===== config.mk =====
export PLATFORM = sky130hd
export DESIGN_NAME = tssb_ctrl
export DESIGN_NICKNAME = d
export VERILOG_FILES = /design/src/sv/tssb_pkg.sv /design/src/sv/tssb_ctrl.sv
export SDC_FILE = /design/constraint.sdc
export NUM_CORES = 1
export LEC_CHECK = 0
export ABC_AREA = 1
export BUFFER_PORTS_ARGS = -buffer_cell sky130_fd_sc_hd__buf_2
export CAP_MARGIN = 20
export CELL_PAD_IN_SITES_DETAIL_PLACEMENT = 1
export CELL_PAD_IN_SITES_GLOBAL_PLACEMENT = 2
export CORE_ASPECT_RATIO = 1.75
export CORE_UTILIZATION = 26
export DETAILED_ROUTE_END_ITERATION = 8
export GPL_TIMING_DRIVEN = 0
export PLACE_DENSITY = 0.86
export SYNTH_ARGS = -nofsm -noshare
export SYNTH_HDL_FRONTEND = slang
export SYNTH_SLANG_ARGS = --single-unit
export TNS_END_PERCENT = 30

===== constraint.sdc =====
create_clock -name clk -period 1.96 [get_ports clk]
set_input_delay 0.294 -clock clk [delete_from_list [all_inputs] [get_ports clk]]
set_output_delay 0.294 -clock clk [all_outputs]
set_load 0.02 [all_outputs]

===== src/sv/tssb_pkg.sv =====
// ----------------------------------------------------------------------------
// tssb_pkg
// Shared types and constants for the three-stack shared node store.
// ----------------------------------------------------------------------------
package tssb_pkg;

  localparam int unsigned STACK_SIZE = 64;
  localparam int unsigned NUM_STACKS = 3;
  localparam int unsigned STORE_CAP  = NUM_STACKS * STACK_SIZE;
  localparam int unsigned IDX_W      = $clog2(STORE_CAP + 1);
  localparam int unsigned ADDR_W     = (STORE_CAP > 1) ? $clog2(STORE_CAP) : 1;
  localparam int unsigned NODE_W     = 32 + 2 * IDX_W;

  // null link: all ones, never a valid slot
  localparam logic [IDX_W-1:0] NIL = '1;

  localparam logic [1:0] OP_PUSH = 2'd0;
  localparam logic [1:0] OP_POP  = 2'd1;
  localparam logic [1:0] OP_PEEK = 2'd2;

  localparam logic [1:0] ST_OK    = 2'd0;
  localparam logic [1:0] ST_FULL  = 2'd1;
  localparam logic [1:0] ST_EMPTY = 2'd2;

  typedef struct packed {
    logic [1:0]         kind;
    logic [1:0]         stack_select;
    logic signed [31:0] push_value;
  } in_word_t;

  typedef struct packed {
    logic signed [31:0] result_value;
    logic               stack_empty;
    logic [1:0]         status;
  } out_word_t;

  typedef struct packed {
    logic [31:0]      value;
    logic [IDX_W-1:0] prev;
    logic [IDX_W-1:0] next;
  } node_t;

  // datapath commands
  typedef enum logic [3:0] {
    CMD_NONE,
    CMD_LATCH,      // capture input word
    CMD_DECODE,     // flag errors, note top and last slot, read top node
    CMD_PUSH,       // write new node, update top and count
    CMD_LINK_RD,    // read the node whose link is fixed up
    CMD_LINK_WR,    // write it back with the new link
    CMD_POP_A,      // capture top node, unlink it, shrink count
    CMD_MOVE_RD,    // read the node in the last slot
    CMD_MOVE_CAP,   // capture it, set up its prev node fixup
    CMD_MOVE_NEXT,  // set up its next node fixup, or retarget tops
    CMD_MOVE_NODE,  // write moved node into the freed slot
    CMD_PEEK,       // capture top value
    CMD_RESULT      // load output register
  } cmd_t;

  typedef struct packed {
    logic       push_ok;
    logic       top_valid;
    logic       rd_prev_valid;
    logic       move_needed;
    logic       mnext_valid;
    logic [1:0] kind;
  } dp_status_t;

endpackage


===== src/sv/tssb_ctrl.sv =====
// ----------------------------------------------------------------------------
// tssb_ctrl
// Sequencer for push, pop with compaction, and peek.
// ----------------------------------------------------------------------------
module tssb_ctrl (
  input  logic                 clk,
  input  logic                 rst,
  input  logic                 in_valid,
  output logic                 in_ready,
  input  logic                 out_valid,
  input  tssb_pkg::dp_status_t st,
  output tssb_pkg::cmd_t       cmd
);
  import tssb_pkg::*;

  typedef enum logic [4:0] {
    S_IDLE, S_DECODE, S_PUSH, S_PL_RD, S_PL_WR, S_POPA, S_PV_RD, S_PV_WR,
    S_M_RD, S_M_CAP, S_MP_RD, S_MP_WR, S_MN_SET, S_MN_RD, S_MN_WR, S_MNODE,
    S_PEEK, S_RES
  } state_t;

  state_t state;

  assign in_ready = (state == S_IDLE);

  // command decode per state
  always_comb begin
    unique case (state) inside
      S_IDLE:   cmd = (in_valid) ? CMD_LATCH : CMD_NONE;
      S_DECODE: cmd = CMD_DECODE;
      S_PUSH:   cmd = CMD_PUSH;
      S_PL_RD, S_PV_RD, S_MP_RD, S_MN_RD: cmd = CMD_LINK_RD;
      S_PL_WR, S_PV_WR, S_MP_WR, S_MN_WR: cmd = CMD_LINK_WR;
      S_POPA:   cmd = CMD_POP_A;
      S_M_RD:   cmd = CMD_MOVE_RD;
      S_M_CAP:  cmd = CMD_MOVE_CAP;
      S_MN_SET: cmd = CMD_MOVE_NEXT;
      S_MNODE:  cmd = CMD_MOVE_NODE;
      S_PEEK:   cmd = CMD_PEEK;
      S_RES:    cmd = out_valid ? CMD_NONE : CMD_RESULT;
      default:  cmd = CMD_NONE;
    endcase
  end

  // state register
  always_ff @(posedge clk) begin
    if (rst) begin
      state <= S_IDLE;
    end else begin
      unique case (state)
        S_IDLE:   if (in_valid) state <= S_DECODE;
        S_DECODE: begin
          if (st.kind == OP_PUSH) state <= st.push_ok ? S_PUSH : S_RES;
          else if (st.kind == OP_POP && st.top_valid) state <= S_POPA;
          else if (st.kind == OP_PEEK && st.top_valid) state <= S_PEEK;
          else state <= S_RES;
        end
        S_PUSH:   state <= st.top_valid ? S_PL_RD : S_RES;
        S_PL_RD:  state <= S_PL_WR;
        S_PL_WR:  state <= S_RES;
        S_POPA: begin
          if (st.rd_prev_valid) state <= S_PV_RD;
          else state <= st.move_needed ? S_M_RD : S_RES;
        end
        S_PV_RD:  state <= S_PV_WR;
        S_PV_WR:  state <= st.move_needed ? S_M_RD : S_RES;
        S_M_RD:   state <= S_M_CAP;
        S_M_CAP:  state <= st.rd_prev_valid ? S_MP_RD : S_MN_SET;
        S_MP_RD:  state <= S_MP_WR;
        S_MP_WR:  state <= S_MN_SET;
        S_MN_SET: state <= st.mnext_valid ? S_MN_RD : S_MNODE;
        S_MN_RD:  state <= S_MN_WR;
        S_MN_WR:  state <= S_MNODE;
        S_MNODE:  state <= S_RES;
        S_PEEK:   state <= S_RES;
        S_RES:    if (!out_valid) state <= S_IDLE;
        default:  state <= S_IDLE;
      endcase
    end
  end

`ifndef SYNTHESIS
  a_ready_idle: assert property (@(posedge clk) disable iff (rst)
    in_ready |-> state == S_IDLE) else $error("ready outside idle");
  a_res_after: assert property (@(posedge clk) disable iff (rst)
    cmd == CMD_RESULT |=> state == S_IDLE) else $error("result step stuck");
  a_latch: assert property (@(posedge clk) disable iff (rst)
    cmd == CMD_LATCH |=> state == S_DECODE) else $error("latch lost");
`endif

endmodule


**Word level (Yosys, flattened, before mapping)**

Cells that the tools add are included.

- Register bits after elaboration: 5
- Bits of input ports: 11
- Output and inout bits: 5
- Word-level logic and storage cells: 45

- Eq/ne operators: 21
- Muxes and demuxes: 15
- Reductions and logical operators: 8

Operators by type and width:

| cell | count |
|---|---|
| $pmux 5 s16 | 1 |
| $pmux 4 s12 | 1 |
| $eq 5x4->1 const B | 8 |
| $mux 5 | 8 |
| $eq 5x3->1 const B | 4 |
| $eq 5x2->1 const B | 2 |
| $eq 5x5->1 const B | 2 |
| $reduce_or 4->1 | 2 |
| $eq 5x1->1 const B | 1 |
| $logic_not 5->1 | 1 |
| $mux 4 | 1 |
| $ne 2x2->1 const B | 2 |
| $mux 3 | 1 |
| $reduce_or 3->1 | 1 |
| $eq 2x1->1 const B | 1 |
| $eq 2x2->1 const B | 1 |
| $logic_and 1x1->1 | 2 |
| $logic_not 2->1 | 1 |
| $mux 1 | 2 |
| $mux 2 | 1 |
| $reduce_and 2->1 | 1 |

**Depth between registers and ports, before layout**

- Word-level depth: 6
- Mapped depth: 9
- Mapped depth without buffers: 9

**Least setup slack after synthesis**

Ideal clock, no wire load.

- Path kind: register to output
- Start point: reg state[4]
- End point: out cmd[2]
- Arrival: 1168 ps
- Required time: 1666 ps
- Slack: 498 ps
- Cell stages (with the launch flop): 10
- Buffers on the path: 0
- Path through: dfxtp_1 inv_2 nand3_2 inv_2 nand2_1 inv_1 nor2_1 nand3_1 nor2_1 nand3_1

- Longest elaborated chain between the ends: 3
- Elaborated cells between the ends (all ways): 21
- Classes of those cells: eq/ne: 17; mux: 1; reduce/logical: 3

RTL lines:

| element | line | RTL |
|---|---|---|
| start: declaration | tssb_ctrl.sv:22 | `state_t state;` |
| start signal: assignment | tssb_ctrl.sv:53 | `if (st.kind == OP_PUSH) state <= st.push_ok ? S_PUSH : S_RES;` |
| start signal: assignment | tssb_ctrl.sv:58 | `S_PUSH: state <= st.top_valid ? S_PL_RD : S_RES;` |
| start signal: assignment | tssb_ctrl.sv:63 | `else state <= st.move_needed ? S_M_RD : S_RES;` |
| $eq 5x3->1 (tied with other cells) | - |  |
| $reduce_or 4->1 | tssb_ctrl.sv:28 | `unique case (state) inside` |
| $pmux 4 s12 (*) | tssb_ctrl.sv:28 |  |
| end: declaration | tssb_ctrl.sv:12 | `output tssb_pkg::cmd_t cmd` |

Every way passes the cells marked *; elsewhere a longest branch is shown, timed or not.

**Final worst setup path**

- Start point: reg state[0]
- End point: out cmd[2]

Same word-level chain as after synthesis.

==> flow_summary.html <==
<table>
<tr><th>Metric</th><th>Value</th></tr>
<tr><th colspan="2">Outcome</th></tr>
<tr><td>Outcome</td><td>complete, no violations</td></tr>
<tr><th colspan="2">Yosys</th></tr>
<tr><td>Count of warnings emitted by yosys</td><td>0</td></tr>
<tr><td>Post-synthesis sequential area ratio</td><td>16.4%</td></tr>
<tr><td>Cell area after synthesis</td><td>slightly above 600 µm²</td></tr>
<tr><td>Number of library cell types mapped by synthesis</td><td>21</td></tr>
<tr><td>Post-Synthesis Mean Instance Area</td><td>5.26 µm²</td></tr>
<tr><td>#FFs+latches synth</td><td>5</td></tr>
<tr><td>Gate count after technology mapping</td><td>~120</td></tr>
<tr><td>Post-Synthesis Net Count</td><td>between 100 and 150</td></tr>
<tr><th colspan="2">Power</th></tr>
<tr><td>Leak</td><td>0.433 nW</td></tr>
<tr><td>VDD IR-drop max</td><td>407 µV</td></tr>
<tr><td>Pwr per Cell Area</td><td>1080 mW/mm²</td></tr>
<tr><th colspan="2">Global route</th></tr>
<tr><td>Initial antenna violation count</td><td>0</td></tr>
<tr><td>Pin count of the biggest net entering global routing</td><td>10</td></tr>
<tr><td>Wire length of the first global-routing pass</td><td>3560 µm</td></tr>
<tr><td>Vias in the first global route</td><td>823</td></tr>
<tr><td>Grt ovf</td><td>0</td></tr>
<tr><td>GR Util All Layers</td><td>~20%</td></tr>
<tr><th colspan="2">Detailed routing</th></tr>
<tr><td>Total Routed Length</td><td>roughly 2200 µm</td></tr>
<tr><td>Number of remaining DRC errors</td><td>0</td></tr>
<tr><td>Avg Vias per Cell</td><td>5.15</td></tr>
<tr><td>TritonRoute pass-1 iters</td><td>4</td></tr>
<tr><td>Routed met2 length</td><td>1230 µm</td></tr>
<tr><td>Count of vias placed by the detailed router</td><td>819</td></tr>
<tr><td>DR iter-0 viols</td><td>7</td></tr>
<tr><td>M1 wire length</td><td>about 840 µm</td></tr>
<tr><td>Antenna-violating nets left</td><td>0</td></tr>
<tr><td>Met3 Routed Length</td><td>between 50 and 60 µm</td></tr>
<tr><td>Uppermost layer routed</td><td>met4</td></tr>
<tr><td>Average wire per cell in the routed design</td><td>about 14 µm</td></tr>
<tr><th colspan="2">Finish</th></tr>
<tr><td>Nets</td><td>147</td></tr>
<tr><td>Post-route non-filler standard cell count</td><td>159</td></tr>
<tr><td>Total of fill cells in the finished design</td><td>331</td></tr>
<tr><td>Fin util</td><td>a little over a third</td></tr>
<tr><td>Flip-flop count of the largest register after layout</td><td>5</td></tr>
<tr><td>Antenna Cells</td><td>0</td></tr>
<tr><td>Most flops, register</td><td>state</td></tr>
<tr><td>Relative area change from synthesis to final layout</td><td>25.6%</td></tr>
<tr><td>Proportion of layout cells with a drive suffix above 1</td><td>24.4%</td></tr>
<tr><td>Biggest registers after layout</td><td>state x5</td></tr>
<tr><th colspan="2">Worst setup path</th></tr>
<tr><td>Worst Path Max Fanout</td><td>6</td></tr>
<tr><td>FF-to-FF End</td><td>state[3]</td></tr>
<tr><td>Startpoint of the lowest-slack register-to-register path</td><td>state[0]</td></tr>
<tr><td>Kind of launch point of the worst setup path</td><td>flip-flop</td></tr>
<tr><td>Crit Path Category</td><td>flip-flop to primary output</td></tr>
<tr><td>Worst EP required</td><td>1670 ps</td></tr>
<tr><td>Depth of the worst register-to-register path</td><td>8</td></tr>
<tr><td>Critical path data arrival time</td><td>1550 ps</td></tr>
<tr><td>Setup slack, reg-to-reg</td><td>520 ps</td></tr>
<tr><td>Type of element capturing the critical path</td><td>primary output</td></tr>
<tr><th colspan="2">STA</th></tr>
<tr><td>Post-route clock skew</td><td>roughly 0.67 ps</td></tr>
<tr><td>Hold slack final</td><td>278 ps</td></tr>
<tr><td>PnR worst setup slack</td><td>120 ps</td></tr>
<tr><td>Slew Limit Fails</td><td>0</td></tr>
<tr><td>Timing-limited maximum frequency</td><td>543 MHz</td></tr>
<tr><td>Final critical path time including I/O delays and setup</td><td>1840 ps</td></tr>
<tr><td>Total setup violations reported at the end of the flow</td><td>0</td></tr>
<tr><td>Fin Setup TNS</td><td>0 ps</td></tr>
<tr><td>Least-Margin Pin Slew</td><td>302 ps</td></tr>
<tr><td>Hold Fails Final Rpt</td><td>0</td></tr>
<tr><td>Max-slew headroom at the worst pin</td><td>79.8%</td></tr>
<tr><td>Final critical-path share of the clock period</td><td>93.9%</td></tr>
<tr><th colspan="2">Die</th></tr>
<tr><td>Die height</td><td>around 66 µm</td></tr>
<tr><td>Effective utilization at floorplan</td><td>28.4%</td></tr>
<tr><td>Floorplan die width</td><td>just under 40 µm</td></tr>
<tr><td>Die area</td><td>0.00255 mm²</td></tr>
<tr><td>Top-Level Pins</td><td>16</td></tr>
<tr><td>Total core area</td><td>0.00215 mm²</td></tr>
<tr><td>Std-Cell Rows</td><td>22</td></tr>
<tr><th colspan="2">Clock tree</th></tr>
<tr><td>Root Buffer Master</td><td>sky130_fd_sc_hd__clkbuf_4</td></tr>
<tr><td>Number of buffers created by CTS</td><td>3</td></tr>
<tr><td>Clock sink count</td><td>5</td></tr>
<tr><td>TritonCTS clock tree</td><td>built</td></tr>
<tr><td>Count of buffers added by post-CTS timing repair for setup</td><td>0</td></tr>
<tr><td>Clk slew on worst S/H paths</td><td>40 ps</td></tr>
<tr><td>Clock Path Buffers</td><td>2</td></tr>
<tr><td>Later-pin clock latency in the skew report</td><td>240 ps</td></tr>
<tr><td>Number of H-tree levels</td><td>1</td></tr>
<tr><th colspan="2">Placement</th></tr>
<tr><td>Setup WS pre-CTS</td><td>201 ps</td></tr>
<tr><td>Post-DP HPWL</td><td>1890 µm</td></tr>
<tr><td>Number of cells in the design after placement</td><td>roughly 160</td></tr>
<tr><td>Count of input and output buffers</td><td>15</td></tr>
<tr><td>Weighted congestion reported at the end of routability-driven placement</td><td>a little under 0.9</td></tr>
<tr><th colspan="2">Worst hold path</th></tr>
<tr><td>Worst hold start</td><td>rst</td></tr>
<tr><td>Hold path endpoint</td><td>state[2]</td></tr>
<tr><td>Hold depth</td><td>2</td></tr>
<tr><td>Worst hold path type</td><td>input pin to flip-flop</td></tr>
<tr><th colspan="2">Run</th></tr>
<tr><td>Number of max-cap violations</td><td>0</td></tr>
</table>
report_power, final:
group / switching, mW / internal, mW
registers: 0.0412 / 0.133
logic: 0.368 / 0.169
clock network: 0.0388 / 0.0767
critical path, cell delays in order, from the launching register on:
cell and delay, ps:
sky130_fd_sc_hd__dfxtp_2 350, sky130_fd_sc_hd__inv_1 90, sky130_fd_sc_hd__nand3_2 120, sky130_fd_sc_hd__inv_2 90, sky130_fd_sc_hd__nand2_1 80, sky130_fd_sc_hd__inv_1 40, sky130_fd_sc_hd__nor2_1 80, sky130_fd_sc_hd__nand3_1 100
sky130_fd_sc_hd__nor2_1 100, sky130_fd_sc_hd__nand3_1 80, sky130_fd_sc_hd__buf_2 160
cells in the mapped netlist (all sizes together):
| master | count | area [µm²] |
|---|---|---|
| a21oi | 6 | 30.0 |
| a22oi | 1 | 7.51 |
| dfxtp | 5 | 100 |
| inv | 20 | 75.1 |
| nand2 | 29 | 109 |
| nand3 | 14 | 75.1 |
| nand3b | 1 | 7.51 |
| nand4 | 3 | 18.8 |
| nor2 | 23 | 98.8 |
| nor3 | 4 | 20.0 |
| o211ai | 1 | 7.51 |
| o21ai | 5 | 28.8 |
| o221ai | 1 | 8.76 |
| o22a | 2 | 17.5 |
| o22ai | 1 | 6.26 |
repair_timing:
action,4_1_cts,5_1_grt
gates resized for setup,3,8
pin swaps,0,1
hold buffers,0,0
endpoints found under the setup margin,2,2
per-layer routing:
layer	vias up	GRT usage (%)
li1	421	-
met1	368	19.6
met2	24	37.3
met3	6	0.673
met4	0	11.6
met5	-	0
metrics by stage:
stage               cell area (µm²)  power, mW
floorplan                       611      0.523
global placement                716      0.688
detailed placement              716      0.692
CTS                             747      0.822
global route                    767      0.898
finish                          767      0.827
how the worst max path moves through the flow:
stage / from / to / slack [ps] / cells past startpoint
after floorplan: state[4] / cmd[2] / 500 / 9
after global routing: state[3] / cmd[2] / -0.9 / 7
after CTS: state[0] / cmd[2] / 20 / 10
after detailed placement: state[3] / cmd[2] / 200 / 8
final: state[0] / cmd[2] / 120 / 10
after global placement: state[4] / cmd[2] / 200 / 10
cell usage in the layout (no fill, tap or decap), drive strengths merged:
cell type / instances
nand3b: 1
nand2: 29
nand4: 3
dfxtp: 5
nor3: 4
o21ai: 5
buf: 15
nor2: 23
o221ai: 1
inv: 20
a21oi: 6
a22oi: 1
clkbuf: 4
o22a: 2
o22ai: 1
nand3: 14
o211ai: 1
final cells by class:
| cell class | count | area (µm²) | share of cell area [%] |
|---|---|---|---|
| inverters | 20 | 77.6 | 10.1 |
| flip-flops and latches | 5 | 109 | 14.2 |
| repair buffers | 15 | 75.1 | 9.79 |
| well taps | 24 | 30.0 | 3.92 |
| multi-input cells | 91 | 449 | 58.6 |
| clock buffers | 4 | 26.3 | 3.43 |
cell families (layout without fill, tap and decap cells):
family | after synthesis | after routing | share of synthesized area, %
AND/OR/NAND/NOR | 74 | 74 | 53.9
buffers and inverters | 20 | 39 | 12.3
AO/OA/AOI/OAI | 17 | 17 | 17.4
flip-flops | 5 | 5 | 16.4
(Power assumes the default switching activity.)
